### config.mk
export PLATFORM = sky130hd
export DESIGN_NAME = byte_code_cpu_step_unit_flat
export DESIGN_NICKNAME = d
export VERILOG_FILES = /design/src/hw/rtl/bccs_pkg.sv /design/src/hw/rtl/bccs_req_if.sv /design/src/hw/rtl/bccs_rsp_if.sv /design/src/hw/rtl/bccs_ram.sv /design/src/hw/rtl/bccs_alu.sv /design/src/hw/rtl/byte_code_cpu_step_unit.sv /design/src/flat_wrapper.sv
export VERILOG_INCLUDE_DIRS = /design/src /design/src/hw/rtl
export SDC_FILE = /design/constraint.sdc
export NUM_CORES = 2
export LEC_CHECK = 0
export BUFFER_PORTS_ARGS = -buffer_cell sky130_fd_sc_hd__buf_2
export CORE_UTILIZATION = 40
export DETAILED_ROUTE_END_ITERATION = 6
export GPL_TIMING_DRIVEN = 0
export PLACE_DENSITY_LB_ADDON = 0.08
export SYNTH_ARGS = -nofsm -noshare
export SYNTH_HDL_FRONTEND = slang
export SYNTH_SLANG_ARGS = --single-unit
### constraint.sdc
create_clock -name clock -period 5.3 [get_ports clock]
set_input_delay 1.06 -clock clock [delete_from_list [all_inputs] [get_ports clock]]
set_output_delay 1.06 -clock clock [all_outputs]
set_load 0.05 [all_outputs]
### src/hw/rtl/byte_code_cpu_step_unit_defines.svh
// Assertion macros shared by the step unit RTL.
`ifndef BYTE_CODE_CPU_STEP_UNIT_DEFINES_SVH
`define BYTE_CODE_CPU_STEP_UNIT_DEFINES_SVH

// Consequent checked in the same cycle as the antecedent.
`define BCCS_ASSERT_SAME(label, clk, rst, ante, cons) \
   label: assert property (@(posedge clk) disable iff (rst) (ante) |-> (cons)) \
      else $error("bccs: same-cycle check failed");

// Consequent checked in the cycle after the antecedent.
`define BCCS_ASSERT_NEXT(label, clk, rst, ante, cons) \
   label: assert property (@(posedge clk) disable iff (rst) (ante) |=> (cons)) \
      else $error("bccs: next-cycle check failed");

`endif

### src/hw/rtl/bccs_pkg.sv
// Shared constants, types and helper functions of the byte-code step unit.
package bccs_pkg;

   localparam int DATA_W    = 8;
   localparam int MEM_DEPTH = 256;
   localparam int NUM_REGS  = 16;
   localparam int MEM_AW    = $clog2(MEM_DEPTH);
   localparam int REG_AW    = $clog2(NUM_REGS);
   localparam int LEN_W     = 3;

   localparam logic REQ_LOAD = 1'b0;
   localparam logic REQ_STEP = 1'b1;

   localparam logic [DATA_W-1:0] FLAG_BYTE = 8'hff;

   localparam logic [DATA_W-1:0] OP_NOP   = 8'h00;
   localparam logic [DATA_W-1:0] OP_ADD   = 8'h01;
   localparam logic [DATA_W-1:0] OP_SUB   = 8'h02;
   localparam logic [DATA_W-1:0] OP_LD    = 8'h03;
   localparam logic [DATA_W-1:0] OP_JMP   = 8'h04;
   localparam logic [DATA_W-1:0] OP_CMP   = 8'h05;
   localparam logic [DATA_W-1:0] OP_JE    = 8'h06;
   localparam logic [DATA_W-1:0] OP_JNE   = 8'h07;
   localparam logic [DATA_W-1:0] OP_JGT   = 8'h08;
   localparam logic [DATA_W-1:0] OP_JLT   = 8'h09;
   localparam logic [DATA_W-1:0] OP_INC   = 8'h0a;
   localparam logic [DATA_W-1:0] OP_DEC   = 8'h0b;
   localparam logic [DATA_W-1:0] OP_PRINT = 8'h0c;
   localparam logic [DATA_W-1:0] OP_HALT  = 8'h0d;

   localparam logic [2:0] ST_OK      = 3'd0;
   localparam logic [2:0] ST_BADREG  = 3'd1;
   localparam logic [2:0] ST_UNKNOWN = 3'd2;
   localparam logic [2:0] ST_HALT    = 3'd3;
   localparam logic [2:0] ST_REFUSED = 3'd4;

   localparam logic [1:0] CMP_EQ = 2'd0;
   localparam logic [1:0] CMP_GT = 2'd1;
   localparam logic [1:0] CMP_LT = 2'd2;

   localparam logic [1:0] ALU_ADD  = 2'd0;
   localparam logic [1:0] ALU_SUB  = 2'd1;
   localparam logic [1:0] ALU_PASS = 2'd2;

   typedef struct packed {
      logic [1:0]        op;
      logic [DATA_W-1:0] a;
      logic [DATA_W-1:0] b;
   } alu_req_type;

   typedef struct packed {
      logic [DATA_W-1:0] result;
      logic [1:0]        cmp;
   } alu_rsp_type;

   typedef logic [255:0][MEM_AW-1:0] mem_map_type;
   typedef logic [255:0][REG_AW-1:0] reg_map_type;

   // Byte to address and byte to register index maps, built at elaboration.
   function automatic mem_map_type build_mem_map();
      mem_map_type t;
      for (int i = 0; i < 256; i++) begin
         t[i] = MEM_AW'(i % MEM_DEPTH);
      end
      return t;
   endfunction

   function automatic reg_map_type build_reg_map();
      reg_map_type t;
      for (int i = 0; i < 256; i++) begin
         t[i] = REG_AW'(i % NUM_REGS);
      end
      return t;
   endfunction

   localparam mem_map_type MEM_MAP = build_mem_map();
   localparam reg_map_type REG_MAP = build_reg_map();

   function automatic logic [MEM_AW-1:0] mem_wrap(input logic [DATA_W-1:0] b);
      return MEM_MAP[b];
   endfunction

   function automatic logic [REG_AW-1:0] reg_wrap(input logic [DATA_W-1:0] b);
      return REG_MAP[b];
   endfunction

   // The pc stays below the depth and the offset is small, so one subtract wraps it.
   function automatic logic [MEM_AW-1:0] pc_add(input logic [MEM_AW-1:0] pc,
                                                 input logic [LEN_W-1:0] off);
      logic [MEM_AW:0] s;
      s = {1'b0, pc} + (MEM_AW+1)'(off);
      if (s >= (MEM_AW+1)'(MEM_DEPTH)) begin
         s = s - (MEM_AW+1)'(MEM_DEPTH);
      end
      return s[MEM_AW-1:0];
   endfunction

endpackage

### src/hw/rtl/bccs_req_if.sv
// Request channel interface: program byte writes and step commands.
interface bccs_req_if;
   logic                          valid;
   logic                          ready;
   logic                          req_type;
   logic [bccs_pkg::DATA_W-1:0]   load_addr;
   logic [bccs_pkg::DATA_W-1:0]   load_byte;

   modport source (output valid, req_type, load_addr, load_byte, input ready);
   modport sink (input valid, req_type, load_addr, load_byte, output ready);
endinterface

### src/hw/rtl/bccs_rsp_if.sv
// Response channel interface: status and visible machine state per transaction.
interface bccs_rsp_if;
   logic                          valid;
   logic                          ready;
   logic [2:0]                    status;
   logic [bccs_pkg::DATA_W-1:0]   pc_after;
   logic                          halted;
   logic                          print_valid;
   logic [bccs_pkg::DATA_W-1:0]   print_value;
   logic [1:0]                    compare_state;

   modport source (output valid, status, pc_after, halted, print_valid, print_value,
                   compare_state, input ready);
   modport sink (input valid, status, pc_after, halted, print_valid, print_value,
                 compare_state, output ready);
endinterface

### src/hw/rtl/bccs_ram.sv
// Generic single-port RAM with registered read data.
module bccs_ram #(
   parameter int WIDTH = 8,
   parameter int DEPTH = 256
) (
   input  logic                     clock,
   input  logic                     wr_en,
   input  logic [$clog2(DEPTH)-1:0] addr,
   input  logic [WIDTH-1:0]         wr_data,
   output logic [WIDTH-1:0]         rd_data
);

   logic [WIDTH-1:0] mem_ff [DEPTH];
   logic [WIDTH-1:0] rd_data_ff;

   always_ff @(posedge clock) begin
      if (wr_en) begin
         mem_ff[addr] <= wr_data;
      end
      rd_data_ff <= mem_ff[addr];
   end

   assign rd_data = rd_data_ff;

endmodule

### src/hw/rtl/bccs_alu.sv
// Shared 8-bit add/subtract/pass unit that also yields the three-way compare result.
module bccs_alu (
   input  bccs_pkg::alu_req_type req,
   output bccs_pkg::alu_rsp_type rsp
);

   logic [bccs_pkg::DATA_W-1:0] b_eff;
   logic                        cin;
   logic [bccs_pkg::DATA_W:0]   sum;

   always_comb begin
      cin   = (req.op == bccs_pkg::ALU_SUB);
      b_eff = cin ? ~req.b : req.b;
      sum   = {1'b0, req.a} + {1'b0, b_eff} + (bccs_pkg::DATA_W+1)'(cin);

      case (req.op)
         bccs_pkg::ALU_ADD, bccs_pkg::ALU_SUB: begin
            rsp.result = sum[bccs_pkg::DATA_W-1:0];
         end
         default: begin
            rsp.result = req.b;
         end
      endcase

      // For a subtract, the carry out is set exactly when a is not below b.
      if (sum[bccs_pkg::DATA_W-1:0] == '0) begin
         rsp.cmp = bccs_pkg::CMP_EQ;
      end else if (sum[bccs_pkg::DATA_W]) begin
         rsp.cmp = bccs_pkg::CMP_GT;
      end else begin
         rsp.cmp = bccs_pkg::CMP_LT;
      end
   end

endmodule

### src/hw/rtl/byte_code_cpu_step_unit.sv
// Top level of the byte-code step unit: sequencer, register file, program memory.
//
//   channel  direction  transaction
//   req      in         req_type, load_addr, load_byte
//   rsp      out        status, pc_after, halted, print_valid, print_value, compare_state
//
// A load or a refused step goes from accept straight to the output register; another step
// passes accept, one fetch state per instruction byte read from the single-port program
// memory, an execute state on the shared ALU for register writes and compares, and the
// output register. After reset the program memory is swept to zero with req.ready low.
// A new transaction is taken once the previous result sits in the output register, and
// the sequencer waits in its last cycle while rsp stalls with a result.
`include "byte_code_cpu_step_unit_defines.svh"

module byte_code_cpu_step_unit (
   input logic         clock,
   input logic         reset,
   bccs_req_if.sink    req,
   bccs_rsp_if.source  rsp
);

   localparam logic [3:0] S_CLEAR = 4'd0;
   localparam logic [3:0] S_IDLE  = 4'd1;
   localparam logic [3:0] S_F0    = 4'd2;
   localparam logic [3:0] S_F1    = 4'd3;
   localparam logic [3:0] S_F2    = 4'd4;
   localparam logic [3:0] S_F3    = 4'd5;
   localparam logic [3:0] S_F4    = 4'd6;
   localparam logic [3:0] S_EXEC  = 4'd7;
   localparam logic [3:0] S_RESP  = 4'd8;

   logic [3:0]                    state_ff, state_in;
   logic [bccs_pkg::MEM_AW-1:0]   clr_ff, clr_in;
   logic [bccs_pkg::MEM_AW-1:0]   pc_ff, pc_in;
   logic [1:0]                    cmp_ff, cmp_in;
   logic                          halt_ff, halt_in;
   logic [bccs_pkg::DATA_W-1:0]   op_ff, op_in;
   logic [bccs_pkg::REG_AW-1:0]   rd_ff, rd_in;
   logic [bccs_pkg::DATA_W-1:0]   src_ff, src_in;
   logic [bccs_pkg::LEN_W-1:0]    len_ff, len_in;
   logic [1:0]                    alu_op_ff, alu_op_in;
   logic [2:0]                    status_ff, status_in;
   logic                          pv_ff, pv_in;
   logic [bccs_pkg::DATA_W-1:0]   pval_ff, pval_in;

   logic                          rsp_valid_ff, rsp_valid_in;
   logic                          rsp_load;
   logic [2:0]                    rsp_status_ff;
   logic [bccs_pkg::DATA_W-1:0]   rsp_pc_ff;
   logic                          rsp_halted_ff;
   logic                          rsp_print_valid_ff;
   logic [bccs_pkg::DATA_W-1:0]   rsp_print_value_ff;
   logic [1:0]                    rsp_cmp_ff;

   logic                          ram_we;
   logic [bccs_pkg::MEM_AW-1:0]   ram_addr;
   logic [bccs_pkg::DATA_W-1:0]   ram_wdata;
   logic [bccs_pkg::DATA_W-1:0]   ram_rdata;

   logic [bccs_pkg::DATA_W-1:0]   regs_ff [bccs_pkg::NUM_REGS];
   logic [bccs_pkg::REG_AW-1:0]   reg_raddr;
   logic [bccs_pkg::DATA_W-1:0]   reg_rdata;
   logic                          reg_we;
   logic [bccs_pkg::DATA_W-1:0]   reg_wdata;

   bccs_pkg::alu_req_type         alu_req;
   bccs_pkg::alu_rsp_type         alu_rsp;
   logic                          req_acc;
   logic                          load_acc;
   logic                          rsp_print;
   logic                          taken;

   bccs_ram #(
      .WIDTH (bccs_pkg::DATA_W),
      .DEPTH (bccs_pkg::MEM_DEPTH)
   ) u_prog_mem (
      .clock   (clock),
      .wr_en   (ram_we),
      .addr    (ram_addr),
      .wr_data (ram_wdata),
      .rd_data (ram_rdata)
   );

   bccs_alu u_alu (
      .req (alu_req),
      .rsp (alu_rsp)
   );

   assign req.ready = (state_ff == S_IDLE);
   assign req_acc   = req.valid && req.ready;
   assign load_acc  = req_acc && (req.req_type == bccs_pkg::REQ_LOAD);
   assign rsp_print = rsp_valid_ff && rsp_print_valid_ff;

   // One register read port: the destination during execute, else the byte just fetched.
   assign reg_raddr = (state_ff == S_EXEC) ? rd_ff : bccs_pkg::reg_wrap(ram_rdata);
   assign reg_rdata = regs_ff[reg_raddr];

   assign alu_req.op = alu_op_ff;
   assign alu_req.a  = reg_rdata;
   assign alu_req.b  = src_ff;

   always_comb begin
      state_in  = state_ff;
      clr_in    = clr_ff;
      pc_in     = pc_ff;
      cmp_in    = cmp_ff;
      halt_in   = halt_ff;
      op_in     = op_ff;
      rd_in     = rd_ff;
      src_in    = src_ff;
      len_in    = len_ff;
      alu_op_in = alu_op_ff;
      status_in = status_ff;
      pv_in     = pv_ff;
      pval_in   = pval_ff;
      ram_we    = 1'b0;
      ram_addr  = pc_ff;
      ram_wdata = '0;
      reg_we    = 1'b0;
      reg_wdata = alu_rsp.result;
      rsp_load  = 1'b0;
      taken     = 1'b0;
      rsp_valid_in = rsp_valid_ff && !rsp.ready;

      case (state_ff)
         S_CLEAR: begin
            ram_we   = 1'b1;
            ram_addr = clr_ff;
            clr_in   = clr_ff + bccs_pkg::MEM_AW'(1);
            if (clr_ff == bccs_pkg::MEM_AW'(bccs_pkg::MEM_DEPTH - 1)) begin
               state_in = S_IDLE;
            end
         end
         S_IDLE: begin
            if (req_acc) begin
               status_in = bccs_pkg::ST_OK;
               pv_in     = 1'b0;
               pval_in   = '0;
               if (req.req_type == bccs_pkg::REQ_LOAD) begin
                  ram_we    = 1'b1;
                  ram_addr  = bccs_pkg::mem_wrap(req.load_addr);
                  ram_wdata = req.load_byte;
                  state_in  = S_RESP;
               end else if (halt_ff) begin
                  status_in = bccs_pkg::ST_REFUSED;
                  state_in  = S_RESP;
               end else begin
                  state_in = S_F0;
               end
            end
         end
         S_F0: begin
            op_in = ram_rdata;
            case (ram_rdata)
               bccs_pkg::OP_NOP: begin
                  pc_in    = bccs_pkg::pc_add(pc_ff, 3'd1);
                  state_in = S_RESP;
               end
               bccs_pkg::OP_HALT: begin
                  halt_in   = 1'b1;
                  status_in = bccs_pkg::ST_HALT;
                  state_in  = S_RESP;
               end
               bccs_pkg::OP_ADD, bccs_pkg::OP_SUB, bccs_pkg::OP_LD, bccs_pkg::OP_JMP,
               bccs_pkg::OP_CMP, bccs_pkg::OP_JE, bccs_pkg::OP_JNE, bccs_pkg::OP_JGT,
               bccs_pkg::OP_JLT, bccs_pkg::OP_INC, bccs_pkg::OP_DEC,
               bccs_pkg::OP_PRINT: begin
                  ram_addr = bccs_pkg::pc_add(pc_ff, 3'd1);
                  state_in = S_F1;
               end
               default: begin
                  pc_in     = bccs_pkg::pc_add(pc_ff, 3'd1);
                  status_in = bccs_pkg::ST_UNKNOWN;
                  state_in  = S_RESP;
               end
            endcase
         end
         S_F1: begin
            case (op_ff)
               bccs_pkg::OP_JMP: begin
                  pc_in    = bccs_pkg::mem_wrap(ram_rdata);
                  state_in = S_RESP;
               end
               bccs_pkg::OP_JE, bccs_pkg::OP_JNE, bccs_pkg::OP_JGT, bccs_pkg::OP_JLT: begin
                  case (op_ff)
                     bccs_pkg::OP_JE:  taken = (cmp_ff == bccs_pkg::CMP_EQ);
                     bccs_pkg::OP_JNE: taken = (cmp_ff != bccs_pkg::CMP_EQ);
                     bccs_pkg::OP_JGT: taken = (cmp_ff == bccs_pkg::CMP_GT);
                     default:          taken = (cmp_ff == bccs_pkg::CMP_LT);
                  endcase
                  pc_in    = taken ? bccs_pkg::mem_wrap(ram_rdata)
                                   : bccs_pkg::pc_add(pc_ff, 3'd2);
                  state_in = S_RESP;
               end
               bccs_pkg::OP_PRINT: begin
                  if (ram_rdata != bccs_pkg::FLAG_BYTE) begin
                     pv_in    = 1'b1;
                     pval_in  = ram_rdata;
                     pc_in    = bccs_pkg::pc_add(pc_ff, 3'd2);
                     state_in = S_RESP;
                  end else begin
                     ram_addr = bccs_pkg::pc_add(pc_ff, 3'd2);
                     state_in = S_F2;
                  end
               end
               default: begin
                  // Register forms: the byte after the opcode must be the flag byte.
                  if (ram_rdata != bccs_pkg::FLAG_BYTE) begin
                     status_in = bccs_pkg::ST_BADREG;
                     state_in  = S_RESP;
                  end else begin
                     ram_addr = bccs_pkg::pc_add(pc_ff, 3'd2);
                     state_in = S_F2;
                  end
               end
            endcase
         end
         S_F2: begin
            rd_in = bccs_pkg::reg_wrap(ram_rdata);
            case (op_ff)
               bccs_pkg::OP_PRINT: begin
                  pv_in    = 1'b1;
                  pval_in  = reg_rdata;
                  pc_in    = bccs_pkg::pc_add(pc_ff, 3'd3);
                  state_in = S_RESP;
               end
               bccs_pkg::OP_INC, bccs_pkg::OP_DEC: begin
                  src_in    = bccs_pkg::DATA_W'(1);
                  alu_op_in = (op_ff == bccs_pkg::OP_INC) ? bccs_pkg::ALU_ADD
                                                           : bccs_pkg::ALU_SUB;
                  len_in    = 3'd3;
                  state_in  = S_EXEC;
               end
               default: begin
                  ram_addr = bccs_pkg::pc_add(pc_ff, 3'd3);
                  state_in = S_F3;
               end
            endcase
         end
         S_F3: begin
            case (op_ff)
               bccs_pkg::OP_ADD: alu_op_in = bccs_pkg::ALU_ADD;
               bccs_pkg::OP_SUB: alu_op_in = bccs_pkg::ALU_SUB;
               bccs_pkg::OP_CMP: alu_op_in = bccs_pkg::ALU_SUB;
               default:          alu_op_in = bccs_pkg::ALU_PASS;
            endcase
            if (ram_rdata != bccs_pkg::FLAG_BYTE) begin
               src_in   = ram_rdata;
               len_in   = 3'd4;
               state_in = S_EXEC;
            end else begin
               ram_addr = bccs_pkg::pc_add(pc_ff, 3'd4);
               state_in = S_F4;
            end
         end
         S_F4: begin
            src_in   = reg_rdata;
            len_in   = 3'd5;
            state_in = S_EXEC;
         end
         S_EXEC: begin
            if (op_ff == bccs_pkg::OP_CMP) begin
               cmp_in = alu_rsp.cmp;
            end else begin
               reg_we = 1'b1;
            end
            pc_in    = bccs_pkg::pc_add(pc_ff, len_ff);
            state_in = S_RESP;
         end
         S_RESP: begin
            if (!rsp_valid_ff || rsp.ready) begin
               rsp_load     = 1'b1;
               rsp_valid_in = 1'b1;
               state_in     = S_IDLE;
            end
         end
         default: begin
            state_in = S_IDLE;
         end
      endcase
   end

   always_ff @(posedge clock) begin
      if (reset) begin
         state_ff     <= S_CLEAR;
         clr_ff       <= '0;
         pc_ff        <= '0;
         cmp_ff       <= bccs_pkg::CMP_EQ;
         halt_ff      <= 1'b0;
         rsp_valid_ff <= 1'b0;
         for (int i = 0; i < bccs_pkg::NUM_REGS; i++) begin
            regs_ff[i] <= '0;
         end
      end else begin
         state_ff     <= state_in;
         clr_ff       <= clr_in;
         pc_ff        <= pc_in;
         cmp_ff       <= cmp_in;
         halt_ff      <= halt_in;
         rsp_valid_ff <= rsp_valid_in;
         if (reg_we) begin
            regs_ff[rd_ff] <= reg_wdata;
         end
      end
   end

   always_ff @(posedge clock) begin
      op_ff     <= op_in;
      rd_ff     <= rd_in;
      src_ff    <= src_in;
      len_ff    <= len_in;
      alu_op_ff <= alu_op_in;
      status_ff <= status_in;
      pv_ff     <= pv_in;
      pval_ff   <= pval_in;
      if (rsp_load) begin
         rsp_status_ff      <= status_ff;
         rsp_pc_ff          <= bccs_pkg::DATA_W'(pc_ff);
         rsp_halted_ff      <= halt_ff;
         rsp_print_valid_ff <= pv_ff;
         rsp_print_value_ff <= pval_ff;
         rsp_cmp_ff         <= cmp_ff;
      end
   end

   assign rsp.valid         = rsp_valid_ff;
   assign rsp.status        = rsp_status_ff;
   assign rsp.pc_after      = rsp_pc_ff;
   assign rsp.halted        = rsp_halted_ff;
   assign rsp.print_valid   = rsp_print_valid_ff;
   assign rsp.print_value   = rsp_print_value_ff;
   assign rsp.compare_state = rsp_cmp_ff;

   `BCCS_ASSERT_NEXT(a_load_goes_to_resp, clock, reset, load_acc, state_ff == S_RESP)
   `BCCS_ASSERT_NEXT(a_halt_sticky, clock, reset, halt_ff, halt_ff)
   `BCCS_ASSERT_NEXT(a_halt_freezes_pc, clock, reset, halt_ff, $stable(pc_ff))
   `BCCS_ASSERT_SAME(a_print_status_ok, clock, reset, rsp_print, rsp_status_ff == bccs_pkg::ST_OK)

endmodule
### src/flat_wrapper.sv
// flat-port wrapper written by rule: the top's interface ports become plain ports
module byte_code_cpu_step_unit_flat 
  (clock, reset, req_valid, req_req_type, req_load_addr, req_load_byte, req_ready, rsp_valid, rsp_status, rsp_pc_after, rsp_halted, rsp_print_valid, rsp_print_value, rsp_compare_state, rsp_ready);
  bccs_req_if req_i ();
  bccs_rsp_if rsp_i ();
  input logic clock;
  input logic reset;
  input wire logic [$bits(req_i.valid)-1:0] req_valid;
  input wire logic [$bits(req_i.req_type)-1:0] req_req_type;
  input wire logic [$bits(req_i.load_addr)-1:0] req_load_addr;
  input wire logic [$bits(req_i.load_byte)-1:0] req_load_byte;
  output wire logic [$bits(req_i.ready)-1:0] req_ready;
  output wire logic [$bits(rsp_i.valid)-1:0] rsp_valid;
  output wire logic [$bits(rsp_i.status)-1:0] rsp_status;
  output wire logic [$bits(rsp_i.pc_after)-1:0] rsp_pc_after;
  output wire logic [$bits(rsp_i.halted)-1:0] rsp_halted;
  output wire logic [$bits(rsp_i.print_valid)-1:0] rsp_print_valid;
  output wire logic [$bits(rsp_i.print_value)-1:0] rsp_print_value;
  output wire logic [$bits(rsp_i.compare_state)-1:0] rsp_compare_state;
  input wire logic [$bits(rsp_i.ready)-1:0] rsp_ready;
  assign req_i.valid = req_valid;
  assign req_i.req_type = req_req_type;
  assign req_i.load_addr = req_load_addr;
  assign req_i.load_byte = req_load_byte;
  assign req_ready = req_i.ready;
  assign rsp_valid = rsp_i.valid;
  assign rsp_status = rsp_i.status;
  assign rsp_pc_after = rsp_i.pc_after;
  assign rsp_halted = rsp_i.halted;
  assign rsp_print_valid = rsp_i.print_valid;
  assign rsp_print_value = rsp_i.print_value;
  assign rsp_compare_state = rsp_i.compare_state;
  assign rsp_i.ready = rsp_ready;
  byte_code_cpu_step_unit u_core (.clock(clock), .reset(reset), .req(req_i), .rsp(rsp_i));
endmodule
==> summary.md <==
| Metric | Value |
|---|---|
| Hold Vio Cnt, Final | `0` |
| EDFF count, synth | `2236` |
| CP Data Arrival Time | `6.21 ns` |
| Die height | `slightly below 500 µm` |
| Clock Skew | `0.05948 ns` |
| Critical Path Fanout Max | `10` |
| Synthesized instance count | `7002` |
| Slew @ Worst Pin | `roughly 1.2 ns` |
| Setup ws final | `-0.1060 ns` |
| Initial antenna violation count | `21` |
| Dpl ws | `-3.851 ns` |
| Worst skew pair latency | `between 0.9 and 1 ns` |
| Largest net degree at the start of global routing | `80` |
| Starting density of the core | `40.22%` |
| First-pass GRT wire length | `497900 µm` |
| ANT nets after route | `0` |
| Dominant cell type by area after synthesis | `edfxtp_1` |
| Final Max Tran Viols | `0` |
| Yosys reg bits | `2268` |
| Syn_area_per_cell | `between 10 and 15 µm²` |
| Share of cells above drive strength 1 | `19.92%` |
| Post-Synth Adder-Cell Area | `less than 1%` |
| Detail Placement HPWL | `~260000 µm` |
| Final Setup Violations | `26` |
| Cell Chain, Critical Path | `or4_4, o31a_1, a311o_2, o41ai_4, o221a_2, buf_4, buf_8, buf_4, clkbuf_8, nand3_1, a32oi_2, nand3_2, nand2_1, and4_2` |
| WL/cell | `~34 µm` |
| Total GRT Usage | `31.16%` |
| Most frequent cell after synthesis | `edfxtp_1` |
| Placer congestion estimate | `0.9637` |
| Vias per Instance | `6.026` |
| Die X-Extent | `482.8 µm` |
| Cell Rows | `between 150 and 200` |
| Main combinational cell family by area after synthesis | `simple AND/OR/NAND/NOR gates` |
| CP max-delay cell | `or4_4` |
| Reg clk slew, reported paths | `0.06 ns` |
| Register area share after synthesis | `73.32%` |
| Mapped Area | `around 92000 µm²` |
| Via count of the first global-routing pass | `between 60000 and 70000` |
| Synth Area in XOR/XNOR | `0.3031%` |
| RSZ-0062 raised after global routing | `true` |
| Final Cycle Share | `102.0%` |
| Residual DRC | `1` |
| Buf/Inv on CP | `4` |
| Status | `complete, but fails checks` |
| TritonCTS Buffers | `239` |
| Post-layout min period | `5.406 ns` |
| Crit path largest cell delay | `a little under 0.6 ns` |
| Distinct cell type count of the synthesized netlist | `73` |
| Post-synthesis mux area share | `2.562%` |
| Share of the synthesized area in the top cell type | `72.62%` |
| Fmax | `185.0 MHz` |
| Core Region | `229900 µm²` |
| Synthesized Nets | `7041` |
| Simple-gate portion of the synthesized area | `14.81%` |
| Clock sink count | `roughly 2300` |
| Via count | `between 60000 and 70000` |
| Top cells by area, synth | `edfxtp_1 73%, nand2_1 7.0%, nand3_1 3.8%, mux4_2 2.3%, nor2_1 1.9%` |
| Congestion Overflow GR | `0` |
| Fin util | `48.60%` |
| Post-synth top flop | `edfxtp_1` |
| FFs w/ async S/R, synth | `0%` |
| Slew Limit Headroom | `between 20 and 25%` |
| Port bufs | `45` |
| Leak pwr | `roughly 40 nW` |
| Layout area overhead | `20.84%` |
| CTS tree | `done` |
| Path type of the worst setup path | `reg2reg` |
| CP delay by family, top | `compound AO/OA/AOI/OAI gates` |
| VDD IR max | `between 0.3 and 0.4 mV` |
| Initial DRC count | `8866` |
| Startpoint Class | `register` |
| Die area | `233100 µm²` |
| Most frequent CP cell | `buf_4` |
| Synth warn | `0` |
| CP endpoint kind | `register` |
| Top cells by count, synth | `2236 x edfxtp_1, 1712 x nand2_1, 700 x nand3_1, 457 x nor2_1, 351 x clkbuf_1` |
| DRT Pass-1 Iters | `7` |
| Synth Area in Compound Gates | `6.565%` |
| I/O pins | `46` |
| Crit path required time | `about 6 ns` |
| Failing checks | `DRC, setup timing` |
| Nets | `7485` |
| Clk buf depth | `3` |
| Pwr per Cell Area | `356.6 nW/µm²` |
| H-tree depth | `4` |
| Reg2reg setup slack | `-0.11 ns` |
| Post-Route WL | `roughly 370000 µm` |
| Number of max-cap violations | `0` |
| HP Class | `reg2reg` |
| Root buffer cell | `clkbuf_16` |
## through the flow
step | hold WS, ns | setup TNS [ns] | area [µm²] | instances | power [mW]
finish | 0.4136 | -0.6467 | 111700 | 10680 | 39.84
global route | 0.4303 | -0.2164 | 111700 | 10680 | 40.69
floorplan | 0.4003 | -0.5540 | 92460 | 7002 | 21.35
detailed placement | 0.4105 | -6389.93 | 97490 | 10110 | 22.86
CTS | 0.4209 | -8.808 | 110400 | 10650 | 39.77
global placement | 0.4130 | - | 96480 | 10070 | 22.84
## kinds of logic (layout without fill, tap and decap cells)
group           Yosys count  after routing
simple gates           3186           3186
flops                  2268           2268
compound gates          858            858
buf+inv                 521           1171
mux                     119            119
xor+xnor                 32             32
fa+ha+maj                18             18
other cells               0              4
## report_power, final
part	total, mW	internal, mW	switching, mW	leakage [nW]
Sequential	19.5	19.5	0.0568	24.8
Combinational	3.39	0.872	2.52	11.1
Clock	16.9	9.53	7.38	3.79
Total	39.8	29.9	9.96	39.7
## worst paths after layout
kind / start / endpoint / cells after the start
setup / recovery: u_core.u_prog_mem.rd_data[7]$_DFF_P_ / u_core.u_prog_mem.rd_data[1]$_DFF_P_ / 14
hold / removal: u_core.pval_ff[7]$_DFFE_PP_ / u_core.rsp.print_value[7]$_DFFE_PP_ / 0
setup reg to reg: u_core.u_prog_mem.rd_data[7]$_DFF_P_ / u_core.u_prog_mem.rd_data[1]$_DFF_P_ / 14
hold reg to reg: u_core.pval_ff[7]$_DFFE_PP_ / u_core.rsp.print_value[7]$_DFFE_PP_ / 0
## registers in the layout, summed over array words and instances, names as in the netlist, 2 cells and up
name / count
u_core.alu_op_ff: 2
u_core.clr_ff: 8
u_core.cmp_ff: 2
u_core.len_ff: 3
u_core.op_ff: 8
u_core.pc_ff: 8
u_core.pval_ff: 8
u_core.rd_ff: 4
u_core.regs_ff: 128
u_core.rsp.compare_state: 2
u_core.rsp.pc_after: 8
u_core.rsp.print_value: 8
u_core.rsp.status: 3
u_core.src_ff: 8
u_core.state_ff: 4
u_core.status_ff: 3
u_core.u_prog_mem.mem_ff: 2048
u_core.u_prog_mem.rd_data: 8
## per-layer routing
metal / track usage (%) / up-vias / wire length, µm / share of wire [%]
met5: 0 / - / 72 / 0.020
met4: 15.51 / 12 / 19600 / 5.4
met3: 7.936 / 776 / 38490 / 11
met2: 46.11 / 3466 / 160000 / 44
met1: 42.61 / 32930 / 147700 / 40
li1: - / 27190 / - / -
## timing repair
action,in CTS,in global routing
hold buffers,0,0
buffers inserted,91,31
pin swaps,71,36
resized for setup,1201,323
setup endpoints to repair,2171,2047
## area by class of cell
type                    instances  area, µm²
inverters                      27      101.3
well taps                    3026       3786
diodes                          4      10.01
flip-flops and latches       2268      67790
clock inverters               157       1518
multi-input cells            4213      26100
repair buffers                208       2980
plain buffers                 489       3199
fillers                     20160     118200
clock buffers                 290       6245
## cells in the final DEF, fill, tap and decap left out, types with 135 or more instances in the layout
cell type / n
and3_1: 178
clkbuf_16: 248
nor2_1: 190
edfxtp_1: 2236
clkbuf_1: 139
a31oi_1: 157
a21oi_1: 135
nor2_4: 208
nand3_1: 678
nand2_1: 1676
Power figures use the tool's default switching activity.
